$ cat src/design/mcfir_pkg.sv
// mcfir_pkg: constants, codes, command/status structs and output scaling
// for the multichannel FIR filter. No dependencies.
`default_nettype none

package mcfir_pkg;

  localparam int MAX_TAPS     = 4096;
  localparam int CHANNELS     = 4;
  localparam int SAMPLE_WIDTH = 24;

  localparam int MODE_W      = 2;
  localparam int CHAN_W      = 2;
  localparam int COEF_IDX_W  = 12;
  localparam int CFG_IDX_W   = 1;
  localparam int CFG_DATA_W  = 13;
  localparam int TAPCNT_W    = 13;

  localparam int TAP_IDX_W = $clog2(MAX_TAPS);
  localparam int CH_IDX_W  = (CHANNELS > 1) ? $clog2(CHANNELS) : 1;
  localparam int HIST_AW   = CH_IDX_W + TAP_IDX_W;
  localparam int PROD_W    = 2 * SAMPLE_WIDTH;
  localparam int ACC_W     = PROD_W + TAP_IDX_W;
  localparam int FRAC_W    = SAMPLE_WIDTH - 1;
  localparam int Q_W       = ACC_W - FRAC_W;

  typedef enum logic [MODE_W-1:0] {
    MODE_FILTER = 2'd0,
    MODE_COEF   = 2'd1,
    MODE_CLEAR  = 2'd2,
    MODE_NONE   = 2'd3
  } mode_e;

  typedef enum logic [CFG_IDX_W-1:0] {
    REG_TAP_COUNT     = 1'd0,
    REG_FILTER_ENABLE = 1'd1
  } cfg_reg_e;

  typedef enum logic [5:0] {
    S_INIT  = 6'b000001,
    S_IDLE  = 6'b000010,
    S_MAC   = 6'b000100,
    S_DRAIN = 6'b001000,
    S_DONE  = 6'b010000,
    S_CLR   = 6'b100000
  } state_e;

  typedef struct packed {
    logic smp_wr;
    logic coef_wr;
    logic mac_issue;
    logic hist_clr;
    logic coef_clr;
    logic out_load;
  } cmd_t;

  typedef struct packed {
    logic run;
    logic k_last;
    logic pipe_busy;
    logic clr_last;
    logic out_busy;
  } sts_t;

  // floor shift by FRAC_W, then saturate to SAMPLE_WIDTH
  function automatic logic signed [SAMPLE_WIDTH-1:0] scale_sat(
    input logic signed [ACC_W-1:0] acc
  );
    logic signed [Q_W-1:0] q;
    logic signed [Q_W-1:0] qmax;
    logic signed [Q_W-1:0] qmin;
    qmax = {{(Q_W-SAMPLE_WIDTH+1){1'b0}}, {(SAMPLE_WIDTH-1){1'b1}}};
    qmin = ~qmax;
    q = acc[ACC_W-1:FRAC_W];
    if (q > qmax) begin
      scale_sat = qmax[SAMPLE_WIDTH-1:0];
    end else if (q < qmin) begin
      scale_sat = qmin[SAMPLE_WIDTH-1:0];
    end else begin
      scale_sat = q[SAMPLE_WIDTH-1:0];
    end
  endfunction

endpackage

`default_nettype wire

$ cat src/design/mcfir_ctrl.sv
// mcfir_ctrl: sequencing state machine for the multichannel FIR filter.
// Depends on mcfir_pkg; drives commands to mcfir_dp.
`default_nettype none

module mcfir_ctrl (
  input  logic                          clk_i,
  input  logic                          rst_ni,
  input  logic                          in_valid_i,
  output logic                          in_ready_o,
  input  logic [mcfir_pkg::MODE_W-1:0]  mode_i,
  input  logic                          out_ready_i,
  input  mcfir_pkg::sts_t               sts_i,
  output mcfir_pkg::cmd_t               cmd_o
);
  import mcfir_pkg::*;

  state_e state_q, state_d;
  logic   accept;
  mode_e  mode;

  assign mode       = mode_e'(mode_i);
  assign in_ready_o = (state_q == S_IDLE);
  assign accept     = in_valid_i && in_ready_o;

  always_comb begin
    state_d = state_q;
    cmd_o   = '0;
    case (state_q)
      S_INIT: begin
        cmd_o.hist_clr = 1'b1;
        cmd_o.coef_clr = 1'b1;
        if (sts_i.clr_last) state_d = S_IDLE;
      end
      S_IDLE: begin
        if (accept) begin
          case (mode)
            MODE_FILTER: begin
              cmd_o.smp_wr = 1'b1;
              state_d = sts_i.run ? S_MAC : S_DONE;
            end
            MODE_COEF:  cmd_o.coef_wr = 1'b1;
            MODE_CLEAR: state_d = S_CLR;
            default:    state_d = S_IDLE;
          endcase
        end
      end
      S_MAC: begin
        cmd_o.mac_issue = 1'b1;
        if (sts_i.k_last) state_d = S_DRAIN;
      end
      S_DRAIN: begin
        if (!sts_i.pipe_busy) state_d = S_DONE;
      end
      S_DONE: begin
        if (!sts_i.out_busy || out_ready_i) begin
          cmd_o.out_load = 1'b1;
          state_d = S_IDLE;
        end
      end
      S_CLR: begin
        cmd_o.hist_clr = 1'b1;
        if (sts_i.clr_last) state_d = S_IDLE;
      end
      default: state_d = S_INIT;
    endcase
  end

  always_ff @(posedge clk_i or negedge rst_ni) begin
    if (!rst_ni) begin
      state_q <= S_INIT;
    end else begin
      state_q <= state_d;
    end
  end

  a_load_free: assert property (@(posedge clk_i) disable iff (!rst_ni)
    cmd_o.out_load |-> (!sts_i.out_busy || out_ready_i))
    else $error("result loaded over an untaken one");

  a_clear_entry: assert property (@(posedge clk_i) disable iff (!rst_ni)
    (accept && mode == MODE_CLEAR) |=> state_q == S_CLR)
    else $error("history clear not started");

  a_mac_end: assert property (@(posedge clk_i) disable iff (!rst_ni)
    (state_q == S_MAC && sts_i.k_last) |=> (state_q == S_DRAIN && !cmd_o.mac_issue))
    else $error("tap loop overran");

  a_clr_block: assert property (@(posedge clk_i) disable iff (!rst_ni)
    (state_q == S_CLR || state_q == S_INIT) |-> !in_ready_o)
    else $error("input taken during sweep");

endmodule

`default_nettype wire

$ cat config.mk
export PLATFORM = sky130hd
export DESIGN_NAME = mcfir_ctrl
export DESIGN_NICKNAME = d
export VERILOG_FILES = /design/src/design/mcfir_pkg.sv /design/src/design/mcfir_ctrl.sv
export SDC_FILE = /design/constraint.sdc
export NUM_CORES = 1
export LEC_CHECK = 0
export ABC_AREA = 0
export BUFFER_PORTS_ARGS = -buffer_cell sky130_fd_sc_hd__buf_2
export CORE_AREA = 2 2 39 41
export DETAILED_ROUTE_END_ITERATION = 8
export DIE_AREA = 0 0 41 43
export GPL_TIMING_DRIVEN = 0
export PLACE_DENSITY_LB_ADDON = 0.3
export SLEW_MARGIN = 20
export SYNTH_ARGS = -nofsm -noshare
export SYNTH_HDL_FRONTEND = slang
export SYNTH_SLANG_ARGS = --single-unit
$ cat constraint.sdc
create_clock -name clk_i -period 2.7 [get_ports clk_i]
set_clock_uncertainty 0.2 [all_clocks]
set_input_delay 0.27 -clock clk_i [delete_from_list [all_inputs] [get_ports clk_i]]
set_output_delay 0.27 -clock clk_i [all_outputs]
set_load 0.01 [all_outputs]
==> impl_metrics.json, run 1 <==
{
  "cts_buffers": 3,
  "power_density_nw_per_um2": 843,
  "worst_ep_required_time_ns": 2.23,
  "routed.top_layer": "met4",
  "place.port_buffers": 17,
  "maxCapViolCount": 0,
  "final_common_cell": "buf_2",
  "cp.arrival_ns": 2.14,
  "area_growth_pct": 31.4,
  "tightestPinTransition_ns": 0.491,
  "fmax_ghz": 0.384,
  "place_ws_ns": 0.307,
  "drive_gt1_share_pct": 41.4,
  "slew-limit-headroom_pct": 66.8,
  "clock_latency_ns": 0.25,
  "viasPerCell": 5.36,
  "wire_per_inst_um": 11.3,
  "cts_tree": "yes",
  "synthCells": 48,
  "post_cts_buffers": 0,
  "maxSlewViolCount": 0,
  "ys_types": 31,
  "synth.avg_cell_area_um2": 9.38,
  "grt_max_degree": 8,
  "critPathLaunch": "state_q[5]",
  "via_count": 461,
  "die_area_um2": 1760,
  "place.detailed.hpwl_um": 793,
  "gp_congestion": 0.739,
  "critPathCaptureType": "output port",
  "start_util_pct": 32.5,
  "status": "finished clean",
  "finalSetupViolations": 0,
  "drt-initial-drc-count": 8,
  "ios": 18,
  "leakagePower_nw": 0.288,
  "grt_first_pass_wirelength_mm": 1.66,
  "regToRegSetupSlack_ns": 0.29,
  "largest_register_ffs": 6,
  "reg_top3": "state_q (6)",
  "grt_overflow": 0,
  "hold_viol": 0,
  "core-area_um2": 1380,
  "synth.cell_area_um2": 450,
  "ant_nets": 0,
  "cp_max_fo": 7,
  "grt.total_usage_pct": 14.3,
  "clk_pin_slew_ns": 0.05,
  "met1_length_um": 428,
  "top_register": "state_q",
  "hold_path.startpoint": "sts_i[4]",
  "ys_warn_count": 0,
  "place_inst": 81,
  "cp-endpoint": "cmd_o[5]",
  "ys_seq_elements": 6,
  "cp-start-kind": "flop",
  "most-common-layout-cells": "buf_2, dfrtp_1, inv_1",
  "timing.rr.end": "state_q[1]",
  "nFillCells": 147,
  "rsz0062_at_grt": "false",
  "period_minus_slack_ns": 2.61,
  "cts_buffer_depth": 2,
  "post-route-period-util_pct": 96.5,
  "worstReg2RegStart": "state_q[5]",
  "die_width_um": 41,
  "yosysSeqAreaShare_pct": 33.6,
  "ctsRootBufferMaster": "clkbuf_4",
  "diodes": 0,
  "drc": 0,
  "cts_htree_levels": 1,
  "met3_length_um": 53,
  "wl_met2_um": 476,
  "grt_pass1_vias": 410,
  "irDropWorstVdd_mv": 0.300,
  "min_path_type": "primary input to flop",
  "fp.dieH_um": 43,
  "antenna_found_initial": 0,
  "fin_cells": 86,
  "crit_type": "flop to output port",
  "synth_fp_nets": 59,
  "cts_sinks": 6,
  "totalWireLength_um": 974,
  "first_pass_iters": 4,
  "rr_worst_depth": 5,
  "nNetsFinal": 82,
  "num_rows": 14,
  "fin_setup_tns_ns": 0,
  "layout_setup_ws_ns": 0.0945,
  "power_uw": 499
}
==> layout make-up <==
cell class / instances / area (um2) / area share, %
sequential: 6 / 151 / 25.6
tap: 16 / 20.0 / 3.38
inverter: 4 / 15.0 / 2.54
multi-input combinational: 38 / 284 / 48.0
clock buffer: 4 / 26.3 / 4.44
timing repair buffer: 18 / 95.1 / 16.1
==> logic make-up (layout without fill, tap and decap cells) <==
kind of cell / after synthesis / count (layout) / synth area share, %
flops: 6 / 6 / 33.6
xor+xnor: 1 / 1 / 1.94
mux: 1 / 1 / 3.33
simple gates: 27 / 27 / 43.1
compound gates: 9 / 9 / 14.7
buf+inv: 4 / 26 / 3.33
==> cells in the mapped netlist <==
cell type	instances	area, um2
a22o_1	1	8.76
o21ai_0	2	10.0
or3b_4	1	11.3
dfrtp_1	5	125
dfstp_2	1	26.3
nand2b_1	2	12.5
nor3b_1	2	15.0
or4_1	1	7.51
nand2_1	3	11.3
nor4b_1	2	17.5
nand3_1	1	5.00
nor3_1	1	5.00
or3b_2	1	8.76
o22ai_1	1	6.26
nor2b_1	1	6.26
a221o_1	1	10.0
o211ai_2	1	12.5
mux2_4	1	15.0
nor2_1	3	11.3
inv_1	4	15.0
or3_1	1	6.26
xnor2_1	1	8.76
or4_4	1	11.3
o21ai_1	1	5.00
nor4_1	1	6.26
or4b_4	2	27.5
nor3_2	1	10.0
o2bb2ai_1	1	8.76
nand4b_1	1	8.76
a21oi_1	1	5.00
and2_1	2	12.5
==> through the flow <==
step / hold WS, ns / cell area (um2) / utilization [%]
after floorplan: -0.226 / 450 / -
after global placement: -0.109 / 556 / 40.1
after detailed placement: -0.107 / 556 / 40.1
after CTS: 0.0569 / 592 / 42.8
after global routing: 0.0832 / 592 / 42.8
final: 0.0598 / 592 / 42.8
==> report_power, final <==
group	switching, mW	internal, mW	leakage [nW]
sequential	0.0303	0.117	0.0783
combinational	0.119	0.142	0.195
clock	0.0343	0.0561	0.0150
total	0.183	0.316	0.288
==> critical path: stages (launching register included) <==
cell and delay (ns):
dfrtp_1 0.45, or4_1 0.54, or3b_4 0.45, nor3_2 0.18, and2_1 0.15, buf_2 0.12
==> metal layers <==
layer  up-vias  GRT usage, %
met5         -             0
met3         2          3.14
met2        17          19.7
li1        227             -
met1       215          18.9
met4         0          10.0
==> repair_timing <==
| item | in CTS | in global routing |
|---|---|---|
| hold buffers | 1 | 0 |
| hold endpoints to repair | 6 | 0 |
| resized for setup | 0 | 0 |
==> how the worst min path moves through the flow <==
stage | slack, ns | endpoint | depth (start not counted)
3_3_place_gp | -0.11 | state_q[2] | 1
6_report | 0.06 | state_q[2] | 3
3_5_place_dp | -0.11 | state_q[4] | 1
2_1_floorplan | -0.23 | state_q[1] | 0
5_1_grt | 0.08 | state_q[2] | 3
4_1_cts | 0.06 | state_q[2] | 3
(Power assumes the default switching activity.)
==> run 2: changes to the inputs <==
- ABC_AREA: 0 -> 1
==> run 2 against run 1 <==
  * Clock power up 5.6%
  * Routed wire length up 19%
  * Critical path depth decreased by 1
  * Largest power group unchanged
  * Highest routed layer unchanged
==> impl_metrics.json, run 2 <==
{
  "area_growth_pct": 27.5,
  "crit_type": "flop to output port",
  "synth.avg_cell_area_um2": 6.77,
  "cts_htree_levels": 1,
  "cts_buffer_depth": 2,
  "hold_path.startpoint": "out_ready_i",
  "async_flop_share_pct": 100,
  "die_width_um": 41,
  "power_uw": 506,
  "synth-edff-count": 0,
  "gp_congestion": 0.825,
  "cts_sinks": 6,
  "synth_flop_cell": "dfrtp_1",
  "rsz0062_at_grt": "false",
  "core-area_um2": 1380,
  "drc": 0,
  "power_density_nw_per_um2": 772,
  "ys_types": 16,
  "diodes": 0,
  "critPathLaunch": "state_q[5]",
  "netlist_top_cells_count": "nand2_1, inv_1, nand3_1, nor2_1",
  "viasPerCell": 4.63,
  "power.net_switching_uw": 236,
  "grt_max_degree": 9,
  "internal_power_uw": 270,
  "drt-initial-drc-count": 5,
  "period_minus_slack_ns": 1.86,
  "rr_worst_depth": 7,
  "timing.rr.end": "state_q[1]",
  "maxSlewViolCount": 0,
  "status": "finished clean",
  "fp.dieH_um": 43,
  "hold_depth": 4,
  "grt_first_pass_wirelength_mm": 1.95,
  "via_count": 528,
  "hold_end": "state_q[4]",
  "fmax_ghz": 0.537,
  "tightestPinTransition_ns": 0.248,
  "die_area_um2": 1760,
  "largest_register_ffs": 6,
  "place.port_buffers": 17,
  "critPathCaptureType": "output port",
  "synth_top_area_cell": "dfrtp_1",
  "regToRegSetupSlack_ns": 1.14,
  "slew-limit-headroom_pct": 83.5,
  "clk_pin_slew_ns": 0.06,
  "seqPwrFrac_pct": 27.9,
  "cp.arrival_ns": 1.39,
  "cp_max_fo": 8,
  "ys_warn_count": 0,
  "synth_fp_nets": 87,
  "cts_buffers": 3,
  "grt_pass1_vias": 481,
  "maxCapViolCount": 0,
  "finalSetupViolations": 0,
  "final_common_cell": "buf_2",
  "grt.total_usage_pct": 16.6,
  "critPathMaxStageDelay_ns": 0.42,
  "ctsRootBufferMaster": "clkbuf_4",
  "cp-start-kind": "flop",
  "hold_viol": 0,
  "cp_slowest_cell": "dfrtp_1",
  "irDropWorstVdd_mv": 0.267,
  "cp_cell_sequence": "nor2_4, nand3_2, nor3_1, buf_2",
  "fin_setup_tns_ns": 0,
  "num_rows": 14,
  "clock_latency_ns": 0.26,
  "leakagePower_nw": 0.383,
  "ios": 18,
  "min_path_type": "primary input to flop",
  "nNetsFinal": 110,
  "ys_seq_elements": 6,
  "drive_gt1_share_pct": 37.8,
  "post_cts_buffers": 0,
  "ant_nets": 0,
  "worst_ep_required_time_ns": 2.23,
  "totalWireLength_mm": 1.16,
  "antenna_found_initial": 0,
  "reg_top3": "state_q (6)",
  "wire_per_inst_um": 10.1,
  "place.detailed.hpwl_um": 949,
  "synth.most_common_cell": "nand2_1",
  "worstReg2RegStart": "state_q[0]",
  "most-common-layout-cells": "buf_2, nand2_1, inv_1",
  "first_pass_iters": 4,
  "synth.cell_area_um2": 514,
  "swShare_pct": 46.6,
  "yosysSeqAreaShare_pct": 29.4,
  "cts_tree": "yes",
  "top_register": "state_q",
  "synthCells": 76,
  "yosysTopAreaCellShare_pct": 24.3,
  "power.share.clock_pct": 18.9,
  "post-route-period-util_pct": 69.0,
  "start_util_pct": 37.2,
  "grt_overflow": 0,
  "combPwrFrac_pct": 53.3,
  "synth.area.top_cells": "dfrtp_1, nand2_1, inv_1"
}
==> run 2: timing repair <==
action | 4_1_cts | 5_1_grt
endpoints found under the hold margin | 6 | 0
resized for setup | 0 | 0
hold buffers | 1 | 0
==> run 2: logic make-up (layout without fill, tap and decap cells) <==
family / after synthesis / in the layout / share of synthesized area [%]
AO/OA/AOI/OAI: 2 / 2 / 4.14
buffers and inverters: 15 / 37 / 10.9
flip-flops: 6 / 6 / 29.4
AND/OR/NAND/NOR: 53 / 53 / 55.5
==> run 2: layout make-up <==
| type | instances | area, um2 |
|---|---|---|
| inverters | 15 | 56.3 |
| fillers | 154 | 728 |
| repair buffers | 18 | 95.1 |
| clock buffers | 4 | 26.3 |
| well taps | 16 | 20.0 |
| multi-input cells | 55 | 307 |
| flip-flops and latches | 6 | 151 |
==> run 2: how the worst max path moves through the flow <==
stage | end | slack (ns) | cells after the start
after floorplan | cmd_o[4] | 1.20 | 3
after global placement | cmd_o[5] | 1.10 | 4
after detailed placement | cmd_o[5] | 1.11 | 4
after CTS | cmd_o[5] | 0.84 | 4
after global routing | cmd_o[5] | 0.72 | 4
final | cmd_o[5] | 0.84 | 4
==> run 2: per-stage QoR <==
step | setup WS (ns) | hold WS (ns) | instances | utilization, % | cell area (um2)
after floorplan | 1.20 | -0.226 | 76 | - | 514
after global placement | 1.10 | -0.0990 | 109 | 44.8 | 619
after detailed placement | 1.11 | -0.0925 | 109 | 44.8 | 619
after CTS | 0.838 | 0.0830 | 114 | 47.4 | 656
after global routing | 0.722 | 0.0903 | 114 | 47.4 | 656
final | 0.838 | 0.0878 | 114 | 47.4 | 656
==> run 2: power by group through the flow <==
| stage | clock (mW) | sequential [mW] | combinational [mW] |
|---|---|---|---|
| 2_1_floorplan | 0 | 0.137 | 0.202 |
| 3_3_place_gp | 0 | 0.142 | 0.266 |
| 3_5_place_dp | 0 | 0.142 | 0.270 |
| 4_1_cts | 0.0970 | 0.141 | 0.272 |
| 5_1_grt | 0.107 | 0.145 | 0.309 |
| 6_report | 0.0955 | 0.141 | 0.270 |
==> run 2: critical path: cells and delay by family, from the launching register on <==
family | cells | cell delay, ns
buffers and inverters | 1 | 0.15
DFF | 1 | 0.42
and+or+nand+nor | 3 | 0.57
==> run 2: per-layer routing <==
layer | track usage, % | routed length (um) | vias to the layer above
li1 | - | - | 282
met1 | 20.4 | 534 | 227
met2 | 25.3 | 545 | 17
met3 | 3.14 | 59 | 2
met4 | 10.0 | 15 | 0
met5 | 0 | 0 | -
